### config.mk
export PLATFORM = sky130hd
export DESIGN_NAME = ptm_alu
export DESIGN_NICKNAME = d
export VERILOG_FILES = /design/src/sv/ptm_pkg.sv /design/src/sv/ptm_alu.sv
export SDC_FILE = /design/constraint.sdc
export NUM_CORES = 1
export LEC_CHECK = 0
export BUFFER_PORTS_ARGS = -buffer_cell sky130_fd_sc_hd__buf_2
export CAP_MARGIN = 10
export CELL_PAD_IN_SITES_DETAIL_PLACEMENT = 0
export CELL_PAD_IN_SITES_GLOBAL_PLACEMENT = 2
export CORE_MARGIN = 2
export CORE_UTILIZATION = 27
export DETAILED_ROUTE_END_ITERATION = 10
export PLACE_DENSITY_LB_ADDON = 0.05
export SLEW_MARGIN = 0
export SYNTH_ARGS = -nofsm -noshare
export SYNTH_HDL_FRONTEND = slang
export SYNTH_SLANG_ARGS = --single-unit
### constraint.sdc
create_clock -name vclk -period 5.6
set_clock_uncertainty 0.15 [all_clocks]
set_input_delay 0.56 -clock vclk [all_inputs]
set_output_delay 0.56 -clock vclk [all_outputs]
set_load 0.02 [all_outputs]
### src/sv/ptm_pkg.sv
// Shared types, constants and helper functions for the page table map engine.
// No dependencies; every other file but ptm_ram.sv refers to this package.
package ptm_pkg;

  localparam int NUM_TABLES_DEF = 16;
  localparam int ENTRY_W = 64;
  localparam int IDX_W = 9;
  localparam int CFG_IDX_W = 2;

  localparam logic [63:0] FRAME_FIELD = 64'h000F_FFFF_FFFF_F000;
  localparam logic [63:0] KEEP_FIELD = 64'hFFF0_0000_0000_0FFF;
  localparam logic [39:0] FRAME_MASK = 40'hFF_FFFF_FFFF;
  localparam logic [63:0] LINK_FLAGS = 64'h7;
  localparam logic [63:0] USER_FLAG = 64'h4;
  localparam logic [2:0] LEAF_LVL = 3'd4;

  localparam logic [2:0] OP_MAP = 3'd0;
  localparam logic [2:0] OP_UMAP = 3'd1;
  localparam logic [2:0] OP_HMAP = 3'd2;
  localparam logic [2:0] OP_UNMAP = 3'd3;
  localparam logic [2:0] OP_SETF = 3'd4;
  localparam logic [2:0] OP_CLRF = 3'd5;
  localparam logic [2:0] OP_REMAP = 3'd6;
  localparam logic [2:0] OP_NONE = 3'd7;

  localparam logic [CFG_IDX_W-1:0] CFG_FIVE = 2'd0;
  localparam logic [CFG_IDX_W-1:0] CFG_OFFSET = 2'd1;
  localparam logic [CFG_IDX_W-1:0] CFG_BASE = 2'd2;

  typedef enum logic [3:0] {
    ST_CLR, ST_IDLE, ST_HH, ST_RD, ST_EV, ST_REL, ST_ZERO, ST_LINK, ST_LEAF, ST_OUT
  } state_t;

  typedef struct packed {
    logic [63:0] a;
    logic [63:0] b;
    logic        sub;
  } alu_req_t;

  // Index slice of a virtual address for walk level 0 (bit 48) to 4 (bit 12).
  function automatic logic [IDX_W-1:0] idx_of(input logic [63:0] va, input logic [2:0] lvl);
    logic [IDX_W-1:0] r;
    case (lvl)
      3'd0:    r = va[56:48];
      3'd1:    r = va[47:39];
      3'd2:    r = va[38:30];
      3'd3:    r = va[29:21];
      default: r = va[20:12];
    endcase
    return r;
  endfunction

endpackage

### src/sv/ptm_alu.sv
// Shared 64-bit add/subtract unit used for address offsets and frame math.
// Depends on ptm_pkg for the request struct.
module ptm_alu (
  input  ptm_pkg::alu_req_t req,
  output logic [63:0]       res
);
  import ptm_pkg::*;
  always_comb begin
    res = req.sub ? (req.a - req.b) : (req.a + req.b);
  end
endmodule

==> reports/metrics.cfg <==
[synthesis]
synth_top_family_by_area=compound AO/OA/AOI/OAI gates
synth_top_cell_area_share_pct=15.49
avgSynthCellArea_sq_um=6.503
synthMuxAreaShare_pct=0.3848
synthAdderAreaFrac_pct=15.78
syn-num-nets=994
syn-cell-area_sq_mm=0.005202
synth-compound-area-share_pct=31.46
yosys_warnings=0
synth_commonest_cells=a21oi_1, xnor2_1, nor2_1, nand2_1, ha_1
netlist_instances=800
synth-simple-area-share_pct=26.84
synth_xor_area_share_pct=20.71
yosysMostFrequentCell=a21oi_1
ys_top_cells_by_area=xnor2_1, ha_1, a21oi_1
synth_top_area_cell=xnor2_1
synth_cell_type_count=59
synth-seq-area-share_pct=0

[power_and_ir_drop]
peakVddDrop_uv=93.50
design_power_total_mw=1.459
leakage_nw=3.521
p_per_area_mw_per_mm2=191.6

[die]
row_count=50
dieArea_sq_mm=0.02039
io_pins=193
die_x_um=142.8
die_h_um=142.8
initial_core_util_pct=27.63
coreArea_sq_mm=0.01883

[flow_run]
maxCapViolCount=0

[final_layout]
fin_cells=1361
num-fill-cells=2093
area_growth_pct=46.44
multiInputGateArea_sq_mm=0.005147
seq_cells=0
nNetsFinal=1297
drive_gt1_share_pct=34.60
final_area_sq_mm=0.007619
nClkBuffers=0
seqCellArea_sq_um=0
antenna_cells=0

[clock_tree]
hold_buffers=0

[place]
dp_cells=1344
placed_area_sq_mm=0.007291
hpwl_um=20010
place.gp.congestion=0.8670
portBuffers=193

[hold_path]
hold_class=primary input to primary output

[route]
routed_via_density=5.069
drc=0
drt_iter0_markers=356
wire_per_inst_um=16.71
vias=6899
drtAntennaViolNets=0
first_pass_iters=5
finalWirelength_um=22740

[global_route]
grt_antenna_before_repair=0
track_usage_pct=21.04
grt_overflow=0
grt_max_degree=22
grt_pass1_wl_um=34620
grt_pass1_vias=6625

[sta]
tns_ps=0
worst_slew_pin_slew_ps=544.3
rsz0062_at_grt=yes
min_period_over_period_pct=96.52
relSlewSlack_pct=63.43
hold_viol=0
maxSlewViolCount=0
setup_violations=0
fmax_mhz=185.0
period_minus_slack_ps=5405

[outcome]
status=completed

[setup_path]
start_kind=primary input
worstSetupPathType=primary input to primary output
cp_max_fo=6
critPathRequiredTime_ps=4890
worstPathArrival_ps=4690
crit_path_end_kind=primary output

metal layers:
metal	vias to the layer above	GRT usage, %	part of all wire (%)
li1	3535	-	-
met1	3152	29.76	48
met2	196	36.54	47
met3	16	1.006	3.6
met4	0	2.137	1.1
met5	-	0	0
logic make-up after synthesis:
| group | after synthesis |
|---|---|
| simple gates | 286 |
| compound gates | 259 |
| mux | 2 |
| fa+ha+maj | 65 |
| xor+xnor | 123 |
| buf+inv | 65 |
cells in the final DEF (no fill, tap or decap), types with 28 or more instances in the layout:
cell	n
buf_2	191
buf_4	142
a21oi_1	95
nor2_1	83
xor2_1	31
xnor2_1	92
nand2_1	69
nor3_1	28
o21ai_0	35
inv_1	33
ha_1	63
layout make-up:
class / count / share of cell area, %
Tap cell: 260 / 4.270
Timing Repair Buffer: 333 / 26.54
Multi-Input combinational cell: 735 / 67.56
Inverter: 33 / 1.626
power by group:
group	switching, mW	internal (mW)	leakage (nW)
clock network	0	0	0
logic	0.848	0.612	3.52
registers	0	0	0
timing repair:
item	in CTS	in global routing
pin swaps	5	28
setup buffers	2	15
resized for setup	14	34
gates cloned	0	0
endpoints found under the setup margin	16	19
worst max-delay path, stage by stage:
cell and delay (ps):
buf_2 100, or3_1 400, nor4_2 220, buf_4 180
and2_1 170, buf_4 170, a21oi_1 80, xnor2_1 150
ha_1 350, nand2_1 120, or4_4 570, o22ai_1 270
o211ai_1 180, nand4_1 130, nand2_2 110, o41a_1 450
o21bai_2 170, xnor2_1 130, buf_2 180
final timing paths:
check / start / endpoint / slack [ps] / depth (start not counted)
worst max-delay path: req[6] / res[57] / 200 / 19
worst min-delay path: req[1] / res[0] / 1370 / 4
stage by stage:
stage	util (%)	setup slack, ps	hold WS, ps
floorplan	-	158.9	1161
global placement	38.72	-317.8	1375
detailed placement	38.72	-308.4	1371
CTS	39.11	6.759	1371
global route	40.46	-51.08	1402
finish	40.46	195.0	1369
No activity file was read; power rests on OpenSTA's default activity.
